## src/rtl/triangle_list_assembly_assert.svh

```systemverilog
// assertion macros shared by the triangle list assembly rtl
`ifndef TRIANGLE_LIST_ASSEMBLY_ASSERT_SVH
`define TRIANGLE_LIST_ASSEMBLY_ASSERT_SVH

// checked only while out of reset
`define TLA_ASSERT(lbl, clk, rstn, prop, msg) \
  lbl: assert property (@(posedge clk) disable iff (!rstn) prop) else $error(msg);

// checked at every edge, reset included
`define TLA_ASSERT_ALWAYS(lbl, clk, prop, msg) \
  lbl: assert property (@(posedge clk) prop) else $error(msg);

`endif

```

## src/rtl/tla_pkg.sv

```systemverilog
// shared types and constants of the triangle list assembly block
`timescale 1ns / 1ps

package tla_pkg;

  localparam int unsigned INDEX_WIDTH_DEF = 32;
  localparam int unsigned OUT_INDEX_W     = 32;
  localparam int unsigned MODE_W          = 3;
  localparam int unsigned TRI_SIDES       = 3;
  localparam int unsigned QUEUE_DEPTH     = 2;

  localparam logic [MODE_W-1:0] MODE_TRIANGLES = 3'd4;
  localparam logic [MODE_W-1:0] MODE_STRIP     = 3'd5;
  localparam logic [MODE_W-1:0] MODE_FAN       = 3'd6;
  localparam logic [MODE_W-1:0] MODE_RESET     = MODE_TRIANGLES;

  typedef enum logic [1:0] {
    STATUS_OK        = 2'd0,
    STATUS_ODD_COUNT = 2'd1,
    STATUS_BAD_MODE  = 2'd2
  } status_e;

  // control part of one queued job: up to three results
  typedef struct packed {
    logic [1:0] num;
    logic       has_index;
    logic       done;
    status_e    status;
  } job_ctrl_t;

endpackage

```

## src/rtl/tla_front.sv

```systemverilog
// front end: mode register, list state and job building per accepted item
`timescale 1ns / 1ps

module tla_front import tla_pkg::*; #(
  parameter int unsigned INDEX_WIDTH = INDEX_WIDTH_DEF
) (
  input  logic                          clk_i,
  input  logic                          rst_ni,
  input  logic                          cfg_we_i,
  input  logic [MODE_W-1:0]             cfg_data_i,
  input  logic [OUT_INDEX_W-1:0]        vertex_index_i,
  input  logic                          list_last_i,
  input  logic                          in_valid_i,
  output logic                          in_ready_o,
  input  logic                          q_full_i,
  output logic                          push_o,
  output job_ctrl_t                     push_ctrl_o,
  output logic [2:0][INDEX_WIDTH-1:0]   push_idx_o
);

  logic [MODE_W-1:0]      mode_q;
  logic [INDEX_WIDTH-1:0] older_q, newer_q, center_q;
  logic [1:0]             seen_q, phase_q;
  logic                   parity_q;

  logic [INDEX_WIDTH-1:0] cur;
  logic                   accept;
  job_ctrl_t              ctrl;

  assign in_ready_o = !q_full_i;
  assign accept     = in_valid_i && in_ready_o;

  always_comb begin
    cur        = vertex_index_i[INDEX_WIDTH-1:0];
    ctrl       = '0;
    ctrl.status = STATUS_OK;
    push_idx_o = '0;
    case (mode_q)
      MODE_TRIANGLES: begin
        ctrl.num       = 2'd1;
        ctrl.has_index = 1'b1;
        push_idx_o[0]  = cur;
        // list length must reach a multiple of three on the marked item
        if (phase_q != 2'(TRI_SIDES - 1)) ctrl.status = STATUS_ODD_COUNT;
      end
      MODE_STRIP: begin
        if (seen_q == 2'd2) begin
          ctrl.num       = 2'd3;
          ctrl.has_index = 1'b1;
          push_idx_o[0]  = parity_q ? newer_q : older_q;
          push_idx_o[1]  = parity_q ? older_q : newer_q;
          push_idx_o[2]  = cur;
        end
      end
      MODE_FAN: begin
        if (seen_q == 2'd2) begin
          ctrl.num       = 2'd3;
          ctrl.has_index = 1'b1;
          push_idx_o[0]  = center_q;
          push_idx_o[1]  = newer_q;
          push_idx_o[2]  = cur;
        end
      end
      default: ctrl.status = STATUS_BAD_MODE;
    endcase
    // end of list with nothing emitted still gets one closing result
    if (list_last_i && ctrl.num == 2'd0) begin
      ctrl.num       = 2'd1;
      ctrl.has_index = 1'b0;
    end
    if (!list_last_i) ctrl.status = STATUS_OK;
    ctrl.done   = list_last_i;
    push_ctrl_o = ctrl;
    push_o      = accept && (ctrl.num != 2'd0);
  end

  always_ff @(posedge clk_i or negedge rst_ni) begin
    if (!rst_ni) begin
      mode_q <= MODE_RESET;
    end else if (cfg_we_i) begin
      mode_q <= cfg_data_i;
    end
  end

  always_ff @(posedge clk_i or negedge rst_ni) begin
    if (!rst_ni) begin
      older_q  <= '0;
      newer_q  <= '0;
      center_q <= '0;
      seen_q   <= '0;
      phase_q  <= '0;
      parity_q <= 1'b0;
    end else if (accept) begin
      if (list_last_i) begin
        older_q  <= '0;
        newer_q  <= '0;
        center_q <= '0;
        seen_q   <= '0;
        phase_q  <= '0;
        parity_q <= 1'b0;
      end else begin
        if (seen_q == 2'd0) center_q <= cur;
        if (seen_q == 2'd2) parity_q <= !parity_q;
        older_q <= newer_q;
        newer_q <= cur;
        phase_q <= (phase_q == 2'(TRI_SIDES - 1)) ? 2'd0 : phase_q + 2'd1;
        if (seen_q != 2'd2) seen_q <= seen_q + 2'd1;
      end
    end
  end

endmodule

```

## src/rtl/tla_queue.sv

```systemverilog
// short job queue between front and back
`timescale 1ns / 1ps

`include "triangle_list_assembly_assert.svh"

module tla_queue import tla_pkg::*; #(
  parameter int unsigned INDEX_WIDTH = INDEX_WIDTH_DEF
) (
  input  logic                        clk_i,
  input  logic                        rst_ni,
  input  logic                        push_i,
  input  job_ctrl_t                   push_ctrl_i,
  input  logic [2:0][INDEX_WIDTH-1:0] push_idx_i,
  output logic                        full_o,
  input  logic                        pop_i,
  output logic                        valid_o,
  output job_ctrl_t                   head_ctrl_o,
  output logic [2:0][INDEX_WIDTH-1:0] head_idx_o
);

  localparam int unsigned PTR_W = (QUEUE_DEPTH > 1) ? $clog2(QUEUE_DEPTH) : 1;
  localparam int unsigned CNT_W = $clog2(QUEUE_DEPTH + 1);

  job_ctrl_t                   ctrl_q [QUEUE_DEPTH];
  logic [2:0][INDEX_WIDTH-1:0] idx_q  [QUEUE_DEPTH];
  logic [PTR_W-1:0]            wr_ptr_q, rd_ptr_q;
  logic [CNT_W-1:0]            count_q;

  assign full_o      = (count_q == CNT_W'(QUEUE_DEPTH));
  assign valid_o     = (count_q != '0);
  assign head_ctrl_o = ctrl_q[rd_ptr_q];
  assign head_idx_o  = idx_q[rd_ptr_q];

  always_ff @(posedge clk_i) begin
    if (push_i) begin
      ctrl_q[wr_ptr_q] <= push_ctrl_i;
      idx_q[wr_ptr_q]  <= push_idx_i;
    end
  end

  always_ff @(posedge clk_i or negedge rst_ni) begin
    if (!rst_ni) begin
      wr_ptr_q <= '0;
      rd_ptr_q <= '0;
      count_q  <= '0;
    end else begin
      if (push_i) begin
        wr_ptr_q <= (wr_ptr_q == PTR_W'(QUEUE_DEPTH - 1)) ? '0 : wr_ptr_q + PTR_W'(1);
      end
      if (pop_i) begin
        rd_ptr_q <= (rd_ptr_q == PTR_W'(QUEUE_DEPTH - 1)) ? '0 : rd_ptr_q + PTR_W'(1);
      end
      case ({push_i, pop_i})
        2'b10:   count_q <= count_q + CNT_W'(1);
        2'b01:   count_q <= count_q - CNT_W'(1);
        default: count_q <= count_q;
      endcase
    end
  end

  `TLA_ASSERT(a_no_push_full, clk_i, rst_ni, push_i |-> !full_o, "job pushed into full queue")
  `TLA_ASSERT(a_no_pop_empty, clk_i, rst_ni, pop_i |-> valid_o, "job popped from empty queue")

endmodule

```

## src/rtl/tla_back.sv

```systemverilog
// back end: plays out one job's results, one per cycle while out_ready_i is high
`timescale 1ns / 1ps

`include "triangle_list_assembly_assert.svh"

module tla_back import tla_pkg::*; #(
  parameter int unsigned INDEX_WIDTH = INDEX_WIDTH_DEF
) (
  input  logic                        clk_i,
  input  logic                        rst_ni,
  input  logic                        q_valid_i,
  input  job_ctrl_t                   q_ctrl_i,
  input  logic [2:0][INDEX_WIDTH-1:0] q_idx_i,
  output logic                        pop_o,
  output logic                        out_valid_o,
  input  logic                        out_ready_i,
  output logic [OUT_INDEX_W-1:0]      out_index_o,
  output logic                        index_valid_o,
  output logic                        run_last_o,
  output logic                        list_done_o,
  output logic [1:0]                  status_o
);

  logic                        busy_q;
  logic [1:0]                  step_q;
  job_ctrl_t                   ctrl_q;
  logic [2:0][INDEX_WIDTH-1:0] idx_q;

  logic last_step, load;

  assign last_step = (step_q == ctrl_q.num - 2'd1);
  // take the next job when idle or when the final result of this one leaves
  assign load      = !busy_q || (out_ready_i && last_step);
  assign pop_o     = load && q_valid_i;

  assign out_valid_o   = busy_q;
  assign out_index_o   = ctrl_q.has_index ? OUT_INDEX_W'(idx_q[step_q]) : '0;
  assign index_valid_o = ctrl_q.has_index;
  assign run_last_o    = last_step;
  assign list_done_o   = last_step && ctrl_q.done;
  assign status_o      = last_step ? ctrl_q.status : STATUS_OK;

  always_ff @(posedge clk_i) begin
    if (pop_o) begin
      ctrl_q <= q_ctrl_i;
      idx_q  <= q_idx_i;
    end
  end

  always_ff @(posedge clk_i or negedge rst_ni) begin
    if (!rst_ni) begin
      busy_q <= 1'b0;
      step_q <= '0;
    end else if (load) begin
      busy_q <= q_valid_i;
      step_q <= '0;
    end else if (out_ready_i) begin
      step_q <= step_q + 2'd1;
    end
  end

  `TLA_ASSERT(a_step_in_job, clk_i, rst_ni, busy_q |-> (step_q < ctrl_q.num),
              "result step beyond job size")
  `TLA_ASSERT(a_done_is_last, clk_i, rst_ni, (out_valid_o && list_done_o) |-> run_last_o,
              "list end not on last result of item")
  `TLA_ASSERT(a_status_on_done, clk_i, rst_ni,
              (out_valid_o && (status_o != STATUS_OK)) |-> list_done_o,
              "status reported before list end")
  `TLA_ASSERT_ALWAYS(a_idle_in_reset, clk_i, !rst_ni |=> !out_valid_o,
                     "output valid right after reset")

endmodule

```

## src/rtl/triangle_list_assembly.sv

```systemverilog
// Triangle list assembly: turns a stream of vertex indices into triangle-list
// indices by the primitive mode register (4 triangles, 5 strip, 6 fan).
// Input channel: vertex_index_i and list_last_i under in_valid_i/in_ready_o.
// Output channel: out_valid_o/out_ready_i, one result item per cycle while ready;
// run_last_o closes the results of one input item, list_done_o and status_o
// close a list (status 1 bad triangle count, 2 unsupported mode).
// cfg_we_i writes cfg_data_i into the mode register; write only while idle.
// With the back end free, an accepted item is written into the job queue, then
// loaded into the back end's job register that offers its first result.
// While the receiver is ready, triangles mode takes one item per cycle; once two
// indices are seen, each strip or fan item carries three results, and the single
// output port, drained one result per cycle by the back end, sets their pace.
// A two-entry job queue plus the back end's job register let the front keep
// accepting while results wait; when the receiver stalls, the queue fills and
// in_ready_o drops. Reset empties the queue, clears the list state and sets
// the mode to triangles; no clearing pass is needed.
`timescale 1ns / 1ps

module triangle_list_assembly import tla_pkg::*; #(
  parameter int unsigned INDEX_WIDTH = INDEX_WIDTH_DEF
) (
  input  logic                   clk_i,
  input  logic                   rst_ni,
  input  logic                   cfg_we_i,
  input  logic [MODE_W-1:0]      cfg_data_i,
  input  logic [OUT_INDEX_W-1:0] vertex_index_i,
  input  logic                   list_last_i,
  input  logic                   in_valid_i,
  output logic                   in_ready_o,
  output logic [OUT_INDEX_W-1:0] out_index_o,
  output logic                   index_valid_o,
  output logic                   run_last_o,
  output logic                   list_done_o,
  output logic [1:0]             status_o,
  output logic                   out_valid_o,
  input  logic                   out_ready_i
);

  logic                        push, full, q_valid, pop;
  job_ctrl_t                   push_ctrl, head_ctrl;
  logic [2:0][INDEX_WIDTH-1:0] push_idx, head_idx;

  tla_front #(.INDEX_WIDTH(INDEX_WIDTH)) u_front (
    .clk_i          (clk_i),
    .rst_ni         (rst_ni),
    .cfg_we_i       (cfg_we_i),
    .cfg_data_i     (cfg_data_i),
    .vertex_index_i (vertex_index_i),
    .list_last_i    (list_last_i),
    .in_valid_i     (in_valid_i),
    .in_ready_o     (in_ready_o),
    .q_full_i       (full),
    .push_o         (push),
    .push_ctrl_o    (push_ctrl),
    .push_idx_o     (push_idx)
  );

  tla_queue #(.INDEX_WIDTH(INDEX_WIDTH)) u_queue (
    .clk_i       (clk_i),
    .rst_ni      (rst_ni),
    .push_i      (push),
    .push_ctrl_i (push_ctrl),
    .push_idx_i  (push_idx),
    .full_o      (full),
    .pop_i       (pop),
    .valid_o     (q_valid),
    .head_ctrl_o (head_ctrl),
    .head_idx_o  (head_idx)
  );

  tla_back #(.INDEX_WIDTH(INDEX_WIDTH)) u_back (
    .clk_i         (clk_i),
    .rst_ni        (rst_ni),
    .q_valid_i     (q_valid),
    .q_ctrl_i      (head_ctrl),
    .q_idx_i       (head_idx),
    .pop_o         (pop),
    .out_valid_o   (out_valid_o),
    .out_ready_i   (out_ready_i),
    .out_index_o   (out_index_o),
    .index_valid_o (index_valid_o),
    .run_last_o    (run_last_o),
    .list_done_o   (list_done_o),
    .status_o      (status_o)
  );

endmodule
```

## config.mk

```make
export PLATFORM = sky130hd
export DESIGN_NAME = triangle_list_assembly
export DESIGN_NICKNAME = d
export VERILOG_FILES = /design/src/rtl/tla_pkg.sv /design/src/rtl/tla_front.sv /design/src/rtl/tla_queue.sv /design/src/rtl/tla_back.sv /design/src/rtl/triangle_list_assembly.sv
export VERILOG_INCLUDE_DIRS = /design/src /design/src/rtl
export SDC_FILE = /design/constraint.sdc
export NUM_CORES = 1
export LEC_CHECK = 0
export BUFFER_PORTS_ARGS = -buffer_cell sky130_fd_sc_hd__buf_2
export CAP_MARGIN = 10
export CORE_ASPECT_RATIO = 1.4
export CORE_MARGIN = 4
export CORE_UTILIZATION = 25
export CTS_CLUSTER_SIZE = 28
export DETAILED_ROUTE_END_ITERATION = 6
export PLACE_DENSITY = 0.47
export SYNTH_ARGS = -nofsm -noshare
export SYNTH_HDL_FRONTEND = slang
export SYNTH_SLANG_ARGS = --single-unit
```

## constraint.sdc

```tcl
create_clock -name clk_i -period 6.2 [get_ports clk_i]
set_input_delay 0.93 -clock clk_i [delete_from_list [all_inputs] [get_ports clk_i]]
set_output_delay 0.93 -clock clk_i [all_outputs]
set_load 0.005 [all_outputs]
```

* After elaboration in Yosys (flattened, before gate mapping)
Memories as Yosys holds them, arrays and structs flattened. A register that Yosys moved wholly into a read port is not among the register bits. Index checks and enable logic that the tools add are counted.
Storage, ports and cells: register bits after elaboration 111, memory bits (writable) 204, input port bits 41, word-level logic and storage cells 90, memories kept 2
Operators by class: add/sub/neg operators 8, magnitude comparators 1, eq/ne operators 11, mux-type cells 33, reductions and logical operators 23
Memories:
- u_queue.idx_q | words 2, bits a word 96, rd ports 1, clocked after memory_dff 1, wr ports 1, line tla_queue.sv:25 | logic [2:0][INDEX_WIDTH-1:0] idx_q [QUEUE_DEPTH];
- u_queue.ctrl_q | words 2, bits a word 6, rd ports 1, clocked after memory_dff 1, wr ports 1, line tla_queue.sv:24 | job_ctrl_t ctrl_q [QUEUE_DEPTH];
Operators by type and width (number):
- $mux 32 | 8
- $mux 96 | 2
- $pmux 64 s2 | 1
- $pmux 32 s3 | 1
- $bmux 32 s2 | 1
- $mux 2 | 8
- $reduce_bool 2->1 | 7
- $eq 3x3->1 const B | 3
- $add 2x1->2 const B | 4
- $eq 2x2->1 const B | 4
- $pmux 2 s2 | 2
- $mux 1 | 7
- $logic_and 1x1->1 | 6
- $mux 3 | 2
- $pmux 3 s2 | 1
- $reduce_and 2->1 | 3
- $logic_not 2->1 | 2
- $ne 2x2->1 const B | 2
- $sub 2x1->2 const B | 2
- $logic_not 1->1 | 3
- $lt 2x3->1 const B | 1
- $add 1x1->1 const B | 2
- $eq 2x1->1 const B | 1
- $eq 2x2->1 | 1
- 2 further kinds | 2

* Depth between registers and ports, before layout
depth in word-level cells 10, mapped depth 9

* By module
From an unflattened synthesis, not the netlist that was laid out.
Unflattened totals: cells, all modules 1183, area total of the unflattened synthesis 17705.7 µm²
Modules (own cells, without submodules):
- tla_queue | instances 1, cells an instance 333, area each 7562.3 µm², sequential area each 6226.0 µm²
- tla_front | instances 1, cells an instance 574, area each 5806.8 µm², sequential area each 2603.7 µm²
- tla_back | instances 1, cells an instance 276, area each 4336.7 µm², sequential area each 3138.0 µm²

* Worst setup path after synthesis
No wires, ideal clock.
path kind input -> register, start point input in_valid_i, end point memory u_queue.ctrl_q[0][0] (netlist name) (enable), data arrival time 5.687 ns, required time 5.636 ns, path slack -0.051 ns, cell stages on the path 4, cell sequence and2_1 > buf_2 > o21ai_1 > nor2_1
Between the ends: cells in the longest elaborated chain, start to end 4
Ends and longest elaborated chain:
- start, declared | line triangle_list_assembly.sv:28 | input logic in_valid_i,
- $logic_and 1x1->1 | line tla_front.sv:31 | assign accept = in_valid_i && in_ready_o;
- $logic_and 1x1->1 | line tla_front.sv:74 | push_o = accept && (ctrl.num != 2'd0);
- $mux 1 | line tla_queue.sv:35 | if (push_i) begin
- $mux 1 (implied by the code) | line tla_queue.sv:36 | ctrl_q[wr_ptr_q] <= push_ctrl_i;
- end, declared | line tla_queue.sv:24
No other way between the ends.

* Final worst setup path
start point register u_back.step_q[1], end point output list_done_o
Between the ends: cells in the longest elaborated chain, start to end 2
Ends and longest elaborated chain:
- start, declared | line tla_back.sv:25 | logic [1:0] step_q;
- start signal, assigned | line tla_back.sv:58 | step_q <= step_q + 2'd1;
- $eq 2x2->1 | line tla_back.sv:31 | assign last_step = (step_q == ctrl_q.num - 2'd1);
- $logic_and 1x1->1 | line tla_back.sv:40 | assign list_done_o = last_step && ctrl_q.done;
- end, declared | line triangle_list_assembly.sv:33 | output logic list_done_o,
No other way between the ends.

==> flow_summary.ini <==
[die]
start_util_pct = 25.3
ios = 80
die_h_um = 321
die_area_um2 = 74500
chipWidth_um = 232
rows = 114
core_area_um2 = 69300

[clock_tree]
cts_setup_buffers = 0
cts.sinks = 417
clk_latency_ns = 0.54
hold_buffers = 0
cts_resized = 0
cts-root-buf = clkbuf_16
cts_tree = done
clock_path_buffers = 3
cts_buffers = 39
path_clk_slew_ns = 0.06
h-tree-depth = 2

[global_routing]
antenna_found_initial = 7
use_met1_pct = 13.6
grt_max_degree = 103
grt.total_usage_pct = 11.3
grt_overflow = 0
use_met3_pct = 1.93
grt_pass1_vias = 10335
use_met2_pct = 20.3
grt_pass1_wl_um = 64900
busiest_layer = met2

[setup_path]
r2r-start = u_back.step_q[1]
worstRegToRegCells = 5
startpoint = u_back.step_q[1]
cp_slowest_stage_delay_ns = 0.61
path_cells = buf_4 > xor2_2 > mux2i_1 > and2_1 > buf_2
end_kind = output port
cp-endpoint = list_done_o
required_ns = 5.27
crit_path_start_kind = flip-flop
r2r_end = u_back.idx_q[32]
reg2reg_slack_ns = 2.91
critPathArrivalTime_ns = 2.50
crit_family = buffers and inverters
crit_type = flip-flop to output port
cp_max_fo = 34
cpMaxStageDelayCell = buf_4
worst-path-stages = 5
cp.buffers_inverters = 2

[logic_synthesis]
ys_async_sr_fraction_pct = 26.6
synth_top_cell_by_area = edfxtp_1
seq_area_frac_synth_pct = 68.3
synth.most_common_cell = edfxtp_1
post_synth_num_cell_types = 41
synth_top_cell_area_share_pct = 52.4
synth_cells = 1205
yosysWarnings = 0
synth_nets = 1249
syn-cell-area_um2 = 17500
avgSynthCellArea_um2 = 14.5
synthTopCellsByArea = edfxtp_1 52%, dfrtp_1 16%, mux2_2 9.9%, a22oi_1 4.2%, o21ai_0 2.9%
synth-edff-count = 306
synth-seq-cells = 417
ys_top_cells_by_count = 306 x edfxtp_1, 154 x mux2_2, 110 x dfrtp_1
ys.flop_type = edfxtp_1

[routing]
drt_wl_total_um = 42400
num_vias = 9748
vias_per_cell = 4.38
drt_iter0_markers = 638
avgRoutedWirePerCell_um = 19.1
ant_nets = 0
dr.pass1.iters = 5
drc = 0

[sta]
maxSlewHeadroom_pct = 24.3
max_freq_mhz = 291
fin_skew_ns = 0.0149
hold_violations = 0
slew_violations = 0
fin_setup_tns_ns = 0
fin_crit_sh_pct = 55.4
post-route-min-period_ns = 3.43
rsz0062_at_grt = false
setup_slack_ns = 2.77
setup_violations = 0
tightest_slew_ns = 1.14

[run]
maxCapViolations = 0

[placed_design]
dp_slack_ns = 2.60
dp_hpwl_um = 25600
place_congestion = 0.703
io_buffers = 79
place_area_um2 = 19000

[power]
power.density_nw_per_um2 = 436
leakage_nw = 7.13
vdd_drop_max_mv = 0.194

[layout]
synthToLayoutAreaGrowth_pct = 15.4
fin_nets = 1309
drive_gt1_share_pct = 25.2
finalInstanceArea_um2 = 20200

[hold_path]
hold_start = u_queue.count_q[1]
hold_class = flip-flop to flip-flop

[outcome]
status = completed
[registers in the layout (all words and copies together) (netlist names), 2 cells and up]
register / flops
u_queue.count_q: 2
u_front.older_q: 32
u_front.newer_q: 32
u_front.center_q: 32
u_back.step_q: 2
u_queue.ctrl_q: 12
u_front.mode_q: 3
u_front.seen_q: 2
u_queue.idx_q: 192
u_front.phase_q: 2
u_back.ctrl_q: 5
u_back.idx_q: 96
[metrics by stage]
step	hold slack, ns	instances	power [mW]	util [%]
after floorplan	0.465	1205	5.73	-
after global placement	0.480	2152	6.51	27.4
after detailed placement	0.486	2152	6.56	27.4
after CTS	0.499	2223	9.00	29.2
after global routing	0.521	2223	9.34	29.2
final	0.495	2224	8.82	29.2
[worst min-delay path by stage]
stage | endpoint | slack (ns) | depth (start not counted)
6_report | u_queue.count_q[1] | 0.49 | 1
4_1_cts | u_queue.count_q[1] | 0.50 | 1
3_3_place_gp | u_queue.count_q[1] | 0.48 | 1
5_1_grt | u_queue.count_q[1] | 0.52 | 1
3_5_place_dp | u_queue.count_q[1] | 0.49 | 1
2_1_floorplan | u_queue.count_q[1] | 0.46 | 1
[cells in the final DEF (no fill, tap or decap), types with 2 or more instances in the layout]
| cell type | count |
|---|---|
| buf_12 | 2 |
| mux2i_1 | 41 |
| o22ai_1 | 2 |
| ha_1 | 3 |
| buf_4 | 22 |
| clkbuf_1 | 15 |
| o21ai_0 | 103 |
| clkbuf_16 | 41 |
| and3_1 | 5 |
| nor2b_1 | 58 |
| clkinv_2 | 3 |
| mux2_2 | 154 |
| o21a_1 | 2 |
| o21ai_1 | 3 |
| and2_1 | 68 |
| nor3_1 | 2 |
| bufinv_16 | 3 |
| edfxtp_1 | 306 |
| a22oi_1 | 97 |
| nand2_1 | 75 |
| clkinv_1 | 4 |
| xor2_1 | 3 |
| xnor2_1 | 4 |
| nand2b_1 | 44 |
| clkbuf_8 | 4 |
| a21boi_0 | 3 |
| nor2_1 | 6 |
| dfrtp_1 | 108 |
| buf_2 | 78 |
| inv_1 | 11 |
[where the power goes]
group	internal [mW]	switching, mW
clock	1.39	1.01
combinational	0.930	1.22
sequential	3.87	0.410
[logic make-up (layout without fill, tap and decap cells)]
logic type	after synthesis	in the layout	synth area share, %
muxes	195	195	12.2
other	0	1	0
DFF	417	417	68.3
buffers and inverters	94	184	2.38
xor gates and xnor gates	8	8	0.443
adders and majority gates	3	3	0.214
and+or+nand+nor	273	273	8.69
AOI/OAI and AO/OA	215	215	7.76
[final cells by class]
| cell class | count | area [um2] |
|---|---|---|
| Clock buffer | 60 | 1140 |
| Clock inverter | 11 | 129 |
| Timing Repair Buffer | 102 | 596 |
| Sequential cell | 417 | 12000 |
| Multi-Input combinational cell | 694 | 5190 |
| Tap cell | 928 | 1160 |
| Inverter | 11 | 41.3 |
| Fill cell | 7019 | 49100 |
| Antenna cell | 1 | 2.50 |
[routing by layer]
metal | vias to the layer above | part of all wire [%]
met1 | 4894 | 40
li1 | 4540 | -
met3 | 77 | 4.5
met4 | 6 | 3.4
met2 | 231 | 52
met5 | - | 0.080
(Power assumes the default switching activity.)
